==> src/sv/usd_pkg.sv <==
// shared types, request codes and constants for the usb standard request decoder
`default_nettype none
package usd_pkg;

  // default depth of the descriptor table
  localparam int DEF_TABLE_SLOTS = 8;

  // field widths
  localparam int SLOT_NUM_W = 3;
  localparam int IN_DATA_W  = 104;
  localparam int OUT_DATA_W = 48;

  // endpoint 0 actions
  typedef enum logic [1:0] {
    ACT_ACK   = 2'd0,
    ACT_SEND  = 2'd1,
    ACT_STALL = 2'd2
  } action_t;

  // reply data sources
  typedef enum logic [2:0] {
    SRC_NONE  = 3'd0,
    SRC_REPLY = 3'd1,
    SRC_SLOT  = 3'd2,
    SRC_WCID  = 3'd3,
    SRC_URL   = 3'd4
  } source_t;

  // configuration register indexes
  typedef enum logic [1:0] {
    CFG_MSFT_CODE   = 2'd0,
    CFG_WEBUSB_CODE = 2'd1,
    CFG_WCID_LEN    = 2'd2,
    CFG_URL_LEN     = 2'd3
  } cfg_reg_t;

  // bRequest and bmRequestType pairs, request code in the high byte
  localparam logic [15:0] REQ_SET_ADDRESS    = 16'h0500;
  localparam logic [15:0] REQ_SET_CONFIG     = 16'h0900;
  localparam logic [15:0] REQ_GET_CONFIG     = 16'h0880;
  localparam logic [15:0] REQ_GET_DEV_STATUS = 16'h0080;
  localparam logic [15:0] REQ_GET_EP_STATUS  = 16'h0082;
  localparam logic [15:0] REQ_CLEAR_EP_FEAT  = 16'h0102;
  localparam logic [15:0] REQ_SET_EP_FEAT    = 16'h0302;
  localparam logic [15:0] REQ_GET_DESC_DEV   = 16'h0680;
  localparam logic [15:0] REQ_GET_DESC_IF    = 16'h0681;
  localparam logic [15:0] REQ_SET_INTERFACE  = 16'h0b01;

  // vendor request fields
  localparam logic [7:0]  VENDOR_TYPE_DEV = 8'hc0;
  localparam logic [7:0]  VENDOR_TYPE_IF  = 8'hc1;
  localparam logic [15:0] WCID_INDEX      = 16'h0004;
  localparam logic [15:0] URL_INDEX       = 16'h0002;
  localparam logic [15:0] URL_VALUE       = 16'h0001;

  // fixed reply lengths
  localparam logic [15:0] LEN_CONFIG = 16'd1;
  localparam logic [15:0] LEN_STATUS = 16'd2;

  // configuration register reset values
  localparam logic [7:0] RST_MSFT_CODE   = 8'd32;
  localparam logic [7:0] RST_WEBUSB_CODE = 8'd33;
  localparam logic [7:0] RST_WCID_LEN    = 8'd40;
  localparam logic [7:0] RST_URL_LEN     = 8'd0;

  // descriptor table search result
  typedef struct packed {
    logic                  hit;
    logic [SLOT_NUM_W-1:0] slot;
    logic [15:0]           length;
  } lookup_t;

endpackage : usd_pkg
`default_nettype wire

==> src/sv/usd_desc_table.sv <==
// descriptor table: slot storage, slot loads and parallel key search
`default_nettype none
module usd_desc_table
  import usd_pkg::*;
#(
  parameter int TABLE_SLOTS = DEF_TABLE_SLOTS
) (
  input  wire logic                  clk,
  input  wire logic                  rst_n,
  input  wire logic                  wr_en,
  input  wire logic [SLOT_NUM_W-1:0] wr_slot,
  input  wire logic [15:0]           wr_key,
  input  wire logic [15:0]           wr_length,
  input  wire logic                  wr_used,
  input  wire logic [15:0]           lookup_key,
  output lookup_t                    lookup
);

  logic [15:0]            key_r [TABLE_SLOTS];
  logic [15:0]            len_r [TABLE_SLOTS];
  logic [TABLE_SLOTS-1:0] used_r;

  // used bits, cleared at reset
  always_ff @(posedge clk) begin
    if (!rst_n) begin
      used_r <= '0;
    end else if (wr_en) begin
      for (int i = 0; i < TABLE_SLOTS; i++) begin
        if (32'(wr_slot) == i) begin
          used_r[i] <= wr_used;
        end
      end
    end
  end

  // key and length payload, no reset
  always_ff @(posedge clk) begin
    if (wr_en) begin
      for (int i = 0; i < TABLE_SLOTS; i++) begin
        if (32'(wr_slot) == i) begin
          key_r[i] <= wr_key;
          len_r[i] <= wr_length;
        end
      end
    end
  end

  // lowest match wins, search ends at the first empty slot
  always_comb begin
    logic alive;
    alive  = 1'b1;
    lookup = '0;
    for (int i = 0; i < TABLE_SLOTS; i++) begin
      if (alive && !lookup.hit) begin
        if (!used_r[i]) begin
          alive = 1'b0;
        end else if (key_r[i] == lookup_key) begin
          lookup.hit    = 1'b1;
          lookup.slot   = SLOT_NUM_W'(i);
          lookup.length = len_r[i];
        end
      end
    end
  end

endmodule : usd_desc_table
`default_nettype wire

==> src/sv/usb_standard_request_decoder_unit.sv <==
// usb standard request decoder: input register, request decode, result register
// a setup word passes the input register and then the result register
// throughput: one word per cycle unless out_tready stalls; load words update
// the table and give no result; the input register and the result register
// stall together with out_tready; reset clears the stored configuration byte,
// the table used bits and the vendor codes and lengths to their defaults
`default_nettype none
module usb_standard_request_decoder_unit
  import usd_pkg::*;
#(
  parameter int TABLE_SLOTS = DEF_TABLE_SLOTS
) (
  input  wire logic                  clk,
  input  wire logic                  rst_n,
  // request words
  input  wire logic                  in_tvalid,
  output      logic                  in_tready,
  // request_type, request_code, setup_value, setup_index, setup_length,
  // slot_number, slot_key, slot_length, slot_used, zero pad
  input  wire logic [IN_DATA_W-1:0]  in_tdata,
  // set for a table load word, clear for a setup word
  input  wire logic                  in_tuser,
  // result words
  output      logic                  out_tvalid,
  input  wire logic                  out_tready,
  // action, direction_in, address_write, device_address, data_source,
  // descriptor_slot, reply_byte, send_length, zero pad
  output      logic [OUT_DATA_W-1:0] out_tdata,
  // configuration writes
  input  wire logic                  cfg_valid,
  output      logic                  cfg_ready,
  input  wire logic [1:0]            cfg_index,
  input  wire logic [7:0]            cfg_data
);

  // configuration registers
  logic [7:0] msft_code_r, webusb_code_r, wcid_len_r, url_len_r;

  assign cfg_ready = 1'b1;

  always_ff @(posedge clk) begin
    if (!rst_n) begin
      msft_code_r   <= RST_MSFT_CODE;
      webusb_code_r <= RST_WEBUSB_CODE;
      wcid_len_r    <= RST_WCID_LEN;
      url_len_r     <= RST_URL_LEN;
    end else if (cfg_valid) begin
      unique case (cfg_reg_t'(cfg_index))
        CFG_MSFT_CODE:   msft_code_r   <= cfg_data;
        CFG_WEBUSB_CODE: webusb_code_r <= cfg_data;
        CFG_WCID_LEN:    wcid_len_r    <= cfg_data;
        CFG_URL_LEN:     url_len_r     <= cfg_data;
        default: ;
      endcase
    end
  end

  // pipeline handshake
  logic s1_valid_r, out_valid_r;
  logic s2_take, s1_fire, in_fire;

  assign s2_take   = !out_valid_r || out_tready;
  assign s1_fire   = s1_valid_r && s2_take;
  assign in_tready = !s1_valid_r || s2_take;
  assign in_fire   = in_tvalid && in_tready;

  // input register
  logic                  s1_load_r;
  logic [7:0]            s1_rtype_r, s1_rcode_r;
  logic [15:0]           s1_value_r, s1_index_r, s1_wlen_r;
  logic [SLOT_NUM_W-1:0] s1_slot_r;
  logic [15:0]           s1_key_r, s1_slen_r;
  logic                  s1_used_r;

  always_ff @(posedge clk) begin
    if (!rst_n) begin
      s1_valid_r <= 1'b0;
    end else if (in_tready) begin
      s1_valid_r <= in_tvalid;
    end
  end

  always_ff @(posedge clk) begin
    if (in_fire) begin
      s1_load_r  <= in_tuser;
      s1_rtype_r <= in_tdata[7:0];
      s1_rcode_r <= in_tdata[15:8];
      s1_value_r <= in_tdata[31:16];
      s1_index_r <= in_tdata[47:32];
      s1_wlen_r  <= in_tdata[63:48];
      s1_slot_r  <= in_tdata[66:64];
      s1_key_r   <= in_tdata[82:67];
      s1_slen_r  <= in_tdata[98:83];
      s1_used_r  <= in_tdata[99];
    end
  end

  // descriptor table
  lookup_t lookup;

  usd_desc_table #(
    .TABLE_SLOTS (TABLE_SLOTS)
  ) u_table (
    .clk        (clk),
    .rst_n      (rst_n),
    .wr_en      (s1_fire && s1_load_r),
    .wr_slot    (s1_slot_r),
    .wr_key     (s1_key_r),
    .wr_length  (s1_slen_r),
    .wr_used    (s1_used_r),
    .lookup_key (s1_value_r),
    .lookup     (lookup)
  );

  // current configuration byte
  logic [7:0] config_r;
  logic       set_config;

  always_ff @(posedge clk) begin
    if (!rst_n) begin
      config_r <= '0;
    end else if (s1_fire && !s1_load_r && set_config) begin
      config_r <= s1_value_r[7:0];
    end
  end

  // request decode
  logic [15:0]           combo;
  logic                  stall, addr_wr;
  logic [6:0]            addr;
  source_t               src;
  logic [SLOT_NUM_W-1:0] slot_sel;
  logic [7:0]            reply;
  logic [15:0]           len;
  logic                  is_vendor_type;

  assign combo          = {s1_rcode_r, s1_rtype_r};
  assign is_vendor_type = (s1_rtype_r == VENDOR_TYPE_DEV) || (s1_rtype_r == VENDOR_TYPE_IF);

  always_comb begin
    stall      = 1'b0;
    addr_wr    = 1'b0;
    addr       = '0;
    src        = SRC_NONE;
    slot_sel   = '0;
    reply      = '0;
    len        = '0;
    set_config = 1'b0;
    unique case (combo)
      REQ_SET_ADDRESS: begin
        addr_wr = 1'b1;
        addr    = s1_value_r[6:0];
      end
      REQ_SET_INTERFACE: ;
      REQ_SET_CONFIG: set_config = 1'b1;
      REQ_GET_CONFIG: begin
        src   = SRC_REPLY;
        reply = config_r;
        len   = LEN_CONFIG;
      end
      REQ_GET_DEV_STATUS: begin
        src = SRC_REPLY;
        len = LEN_STATUS;
      end
      REQ_GET_EP_STATUS: begin
        if (s1_index_r != '0) begin
          stall = 1'b1;
        end else begin
          src = SRC_REPLY;
          len = LEN_STATUS;
        end
      end
      REQ_CLEAR_EP_FEAT, REQ_SET_EP_FEAT: begin
        stall = (s1_index_r != '0) || (s1_value_r != '0);
      end
      REQ_GET_DESC_DEV, REQ_GET_DESC_IF: begin
        if (lookup.hit) begin
          src      = SRC_SLOT;
          slot_sel = lookup.slot;
          len      = lookup.length;
        end else begin
          stall = 1'b1;
        end
      end
      default: begin
        // vendor requests, compatible id first when the codes are equal
        if (s1_rcode_r == msft_code_r && is_vendor_type) begin
          if (s1_index_r == WCID_INDEX) begin
            src = SRC_WCID;
            len = {8'd0, wcid_len_r};
          end else begin
            stall = 1'b1;
          end
        end else if (s1_rcode_r == webusb_code_r && s1_rtype_r == VENDOR_TYPE_DEV) begin
          if (s1_index_r == URL_INDEX && s1_value_r == URL_VALUE) begin
            src = SRC_URL;
            len = {8'd0, url_len_r};
          end else begin
            stall = 1'b1;
          end
        end else begin
          stall = 1'b1;
        end
      end
    endcase
  end

  // final action and length clip
  action_t               act_nxt;
  source_t               src_nxt;
  logic [SLOT_NUM_W-1:0] slot_nxt;
  logic [7:0]            reply_nxt;
  logic [15:0]           len_nxt;

  always_comb begin
    act_nxt   = ACT_ACK;
    src_nxt   = SRC_NONE;
    slot_nxt  = '0;
    reply_nxt = '0;
    len_nxt   = '0;
    if (stall) begin
      act_nxt = ACT_STALL;
    end else if (src != SRC_NONE && len != '0) begin
      act_nxt   = ACT_SEND;
      src_nxt   = src;
      slot_nxt  = slot_sel;
      reply_nxt = reply;
      len_nxt   = (len > s1_wlen_r) ? s1_wlen_r : len;
    end
  end

  // result register
  action_t               act_r;
  logic                  dir_r, addr_wr_r;
  logic [6:0]            addr_r;
  source_t               src_r;
  logic [SLOT_NUM_W-1:0] slot_r;
  logic [7:0]            reply_r;
  logic [15:0]           len_r;

  always_ff @(posedge clk) begin
    if (!rst_n) begin
      out_valid_r <= 1'b0;
    end else if (s2_take) begin
      out_valid_r <= s1_valid_r && !s1_load_r;
    end
  end

  always_ff @(posedge clk) begin
    if (s1_fire && !s1_load_r) begin
      act_r     <= act_nxt;
      dir_r     <= s1_rtype_r[7];
      addr_wr_r <= addr_wr;
      addr_r    <= addr;
      src_r     <= src_nxt;
      slot_r    <= slot_nxt;
      reply_r   <= reply_nxt;
      len_r     <= len_nxt;
    end
  end

  assign out_tvalid = out_valid_r;
  assign out_tdata  = {7'd0, len_r, reply_r, slot_r, src_r, addr_r, addr_wr_r, dir_r, act_r};

endmodule : usb_standard_request_decoder_unit
`default_nettype wire

==> config.mk <==
export PLATFORM = sky130hd
export DESIGN_NAME = usb_standard_request_decoder_unit
export DESIGN_NICKNAME = d
export VERILOG_FILES = /design/src/sv/usd_pkg.sv /design/src/sv/usd_desc_table.sv /design/src/sv/usb_standard_request_decoder_unit.sv
export SDC_FILE = /design/constraint.sdc
export NUM_CORES = 1
export LEC_CHECK = 0
export ABC_CLOCK_PERIOD_IN_PS = 10500
export BUFFER_PORTS_ARGS = -buffer_cell sky130_fd_sc_hd__buf_4
export CORE_MARGIN = 3
export CORE_UTILIZATION = 40
export DETAILED_ROUTE_END_ITERATION = 6
export PLACE_DENSITY_LB_ADDON = 0.05
export RECOVER_POWER = 25
export SLEW_MARGIN = 20
export SYNTH_ARGS = -nofsm -noshare
export SYNTH_HDL_FRONTEND = slang
export SYNTH_HIERARCHICAL = 1
export SYNTH_SLANG_ARGS = --single-unit
==> constraint.sdc <==
create_clock -name clk -period 10.5 [get_ports clk]
set_input_delay 0.525 -clock clk [delete_from_list [all_inputs] [get_ports clk]]
set_output_delay 0.525 -clock clk [all_outputs]
set_load 0.02 [all_outputs]
==> results by group <==
Status
  – Status: complete, no violations

Global route
  – Global-route wire length before repair: 71000 µm
  – Initial antenna violation count: 2
  – Global-route congestion overflow total: 0
  – Vias in the first global route: 10.6k
  – GRT Util Overall: 0.194
  – Largest net degree at the start of global routing: 54

Drt
  – Initial DRC Count: 769
  – Via total after detailed routing: 10.8k
  – WL final: 48200 µm
  – Drt pass-1 iters: 5
  – Vias per Instance: 5.21
  – Remaining DRCs: 0
  – Wire length per cell: 23.3 µm
  – ANT nets after route: 0

Floorplan
  – Initial Util: 0.409
  – Die height: 222 µm
  – Die ar.: 0.0494 mm²
  – Core ar.: 0.0458 mm²
  – DIE WIDTH: 222 µm
  – I/O pins: 171
  – Cell Rows: 78

Synth
  – Ys Warns: 6
  – Synth Area per Inst: 15.0 µm²
  – Synth area leader: edfxtp_1
  – Synth top area cells: edfxtp_1, xnor2_1, dfxtp_1
  – Count of different cell masters after synthesis: 73
  – Area of the mapped netlist: 0.0187 mm²
  – Synth Flop Type: edfxtp_1
  – Most common cell in the netlist: edfxtp_1
  – Asr flop ratio synth: 0
  – Seq/Total Area, Yosys: 0.692
  – Post-synth top cells: edfxtp_1, xnor2_1, nand2_1
  – Yosys top cell area share: 0.639
  – Number of synthesized register bits: 448
  – Post-synthesis cell count: 1247
  – EDFF count, synth: 398

STA
  – Minimum clock period: 6.44 ns
  – RSZ-0062 raised after global routing: no
  – Slew HR: 0.214
  – # setup viols final: 0
  – Final Max Slew Viols: 0
  – Worst-margin pin slew: 1.17 ns
  – Clock Skew: 0.0149 ns
  – Final worst-path cycle share: 0.613
  – Final hold violation count: 0
  – WHS: 0.140 ns
  – Max Fclk: 155 MHz
  – Final Worst Setup Slack: 4.06 ns
  – Setup TNS: 0 ns

Hold path
  – Worst Hold Class: in2reg

Finish
  – Non-filler cells, final: 2070
  – Area grow syn2layout: 18.0%
  – Nets@finish: 1564
  – Number of fill cells: 4007
  – Ratio of cells with drive above 1 in the final layout: 0.209

Critical path
  – Delay-heaviest family, CP: simple AND/OR/NAND/NOR gates
  – Slowest stage delay, CP: 0.82 ns
  – Element type at the critical path start: flip-flop
  – Cell Chain, Critical Path: xnor2_1, nand4_1, nor4_1, a41oi_1, nand4_4, or3_1, buf_4, o21ai_0, o22a_1, and2_1, a2111o_1, ha_1, nor2b_1, o21ai_0, a21oi_1, o221ai_1, nand4_1, nand3_1, a22oi_2
  – Worst path buffer plus inverter count: 1
  – Crit end category: flip-flop
  – Worst EP arrival: 6.75 ns
  – Crit Path Max Fanout: 33
  – Slowest CP cell: edfxtp_1
  – CP Class: reg2reg
  – Worst Path Required: 10.81 ns

Clocking
  – CTS Buffer Depth: 3
  – Worst skew pair latency: 0.58 ns
  – Postcts setup bufs: 0
  – CTS Hold Bufs: 0
  – Num CTS Buffers: 50
  – CTS tree: done
  – Clk sinks: 448
  – Resized Gates After CTS: 0
  – Clock transition at the registers of the reported paths: 0.06 ns
  – Root Buffer: clkbuf_16
  – H-tree Lvls: 2

Pwr
  – Gate power share: 0.036
  – Worst VDD drop: 116 µV
  – NetSw: 813 µW
  – Total power: 3.84 mW
  – Sequential share of power: 0.528
  – Leakage: 7.56 nW
  – Sw Ratio: 0.212
  – Clk pwr share: 0.436
  – Internal power: 3.02 mW
  – Pwr dens: 174 mW/mm²

Run
  – Max_cap viols: 0

Place
  – Place WS: 3.98 ns
  – Final GP Congestion: 0.787
  – IO buf count: 158
  – Dpl cells: 1975
  – Post-DP HPWL: 30800 µm
metal layers:
| metal | wire length, µm | GRT usage | part of all wire |
|---|---|---|---|
| met2 | 21700 | 0.294 | 0.45 |
| met1 | 22600 | 0.282 | 0.47 |
| met5 | 10 | 0 | 0.00021 |
| met3 | 2670 | 0.0387 | 0.055 |
| met4 | 1180 | 0.0599 | 0.024 |
kinds of logic (layout without fill, tap and decap cells):
logic type	count (synthesis)	count (layout)	synth area share
compound gates	210	210	0.0867
xor+xnor	145	145	0.0679
fa+ha+maj	16	16	0.0107
buf+inv	93	309	0.0304
flops	448	448	0.692
mux	34	34	0.0182
other cells	2	9	0.000401
simple gates	299	299	0.0934
final timing paths:
kind / start / endpoint / slack, ns / cells after the start
min reg2reg: webusb_code_r[6] / webusb_code_r[6] / 0.48 / 2
min: in_tdata[72] / s1_key_r[5] / 0.14 / 1
max reg2reg: s1_value_r[12] / len_r[6] / 4.06 / 19
max: s1_value_r[12] / len_r[6] / 4.06 / 19
power groups by stage:
stage | logic (mW) | registers [mW] | clock network [mW]
floorplan | 0.0854 | 2.04 | 0
global placement | 0.140 | 2.07 | 0
detailed placement | 0.142 | 2.07 | 0
CTS | 0.142 | 2.03 | 1.72
global route | 0.150 | 2.03 | 1.80
finish | 0.137 | 2.03 | 1.67
placed cells by master, fill, tap and decap left out, types with 14 or more instances in the layout:
cell,n
xor2_1,15
and2_1,32
clkbuf_4,95
nand2_1,69
mux2i_1,34
a22oi_1,19
clkbuf_1,21
nor2b_1,33
xnor2_1,130
a21boi_0,14
dfxtp_1,50
nand4_1,41
edfxtp_1,398
clkbuf_16,51
buf_4,89
a21o_1,20
o21ai_0,31
nand3_1,25
ha_1,16
nor2_1,22
a21oi_1,22
o22a_1,16
inv_1,24
nor4_1,15
registers in the layout (all words and copies together) (netlist names), 16 cells and up:
name	cells
u_table/key_r	128
u_table/len_r	128
len_r	16
s1_index_r	16
s1_key_r	16
s1_slen_r	16
s1_value_r	16
s1_wlen_r	16
final cells by class:
class	count	area [µm²]	area share
Tap cell	600	751	0.0340
Clock buffer	68	1360	0.0616
Antenna cell	1	2.50	0.000113
Sequential cell	448	13000	0.587
Timing Repair Buffer	191	1420	0.0645
Inverter	25	93.8	0.00425
Clock inverter	25	203	0.00918
Multi-Input combinational cell	712	5300	0.240
through the flow:
step,util,area (µm²)
floorplan,-,18700
global placement,0.448,20500
detailed placement,0.448,20500
CTS,0.482,22100
global route,0.482,22100
finish,0.482,22100
Note: power is estimated with default switching activity, not from simulation.
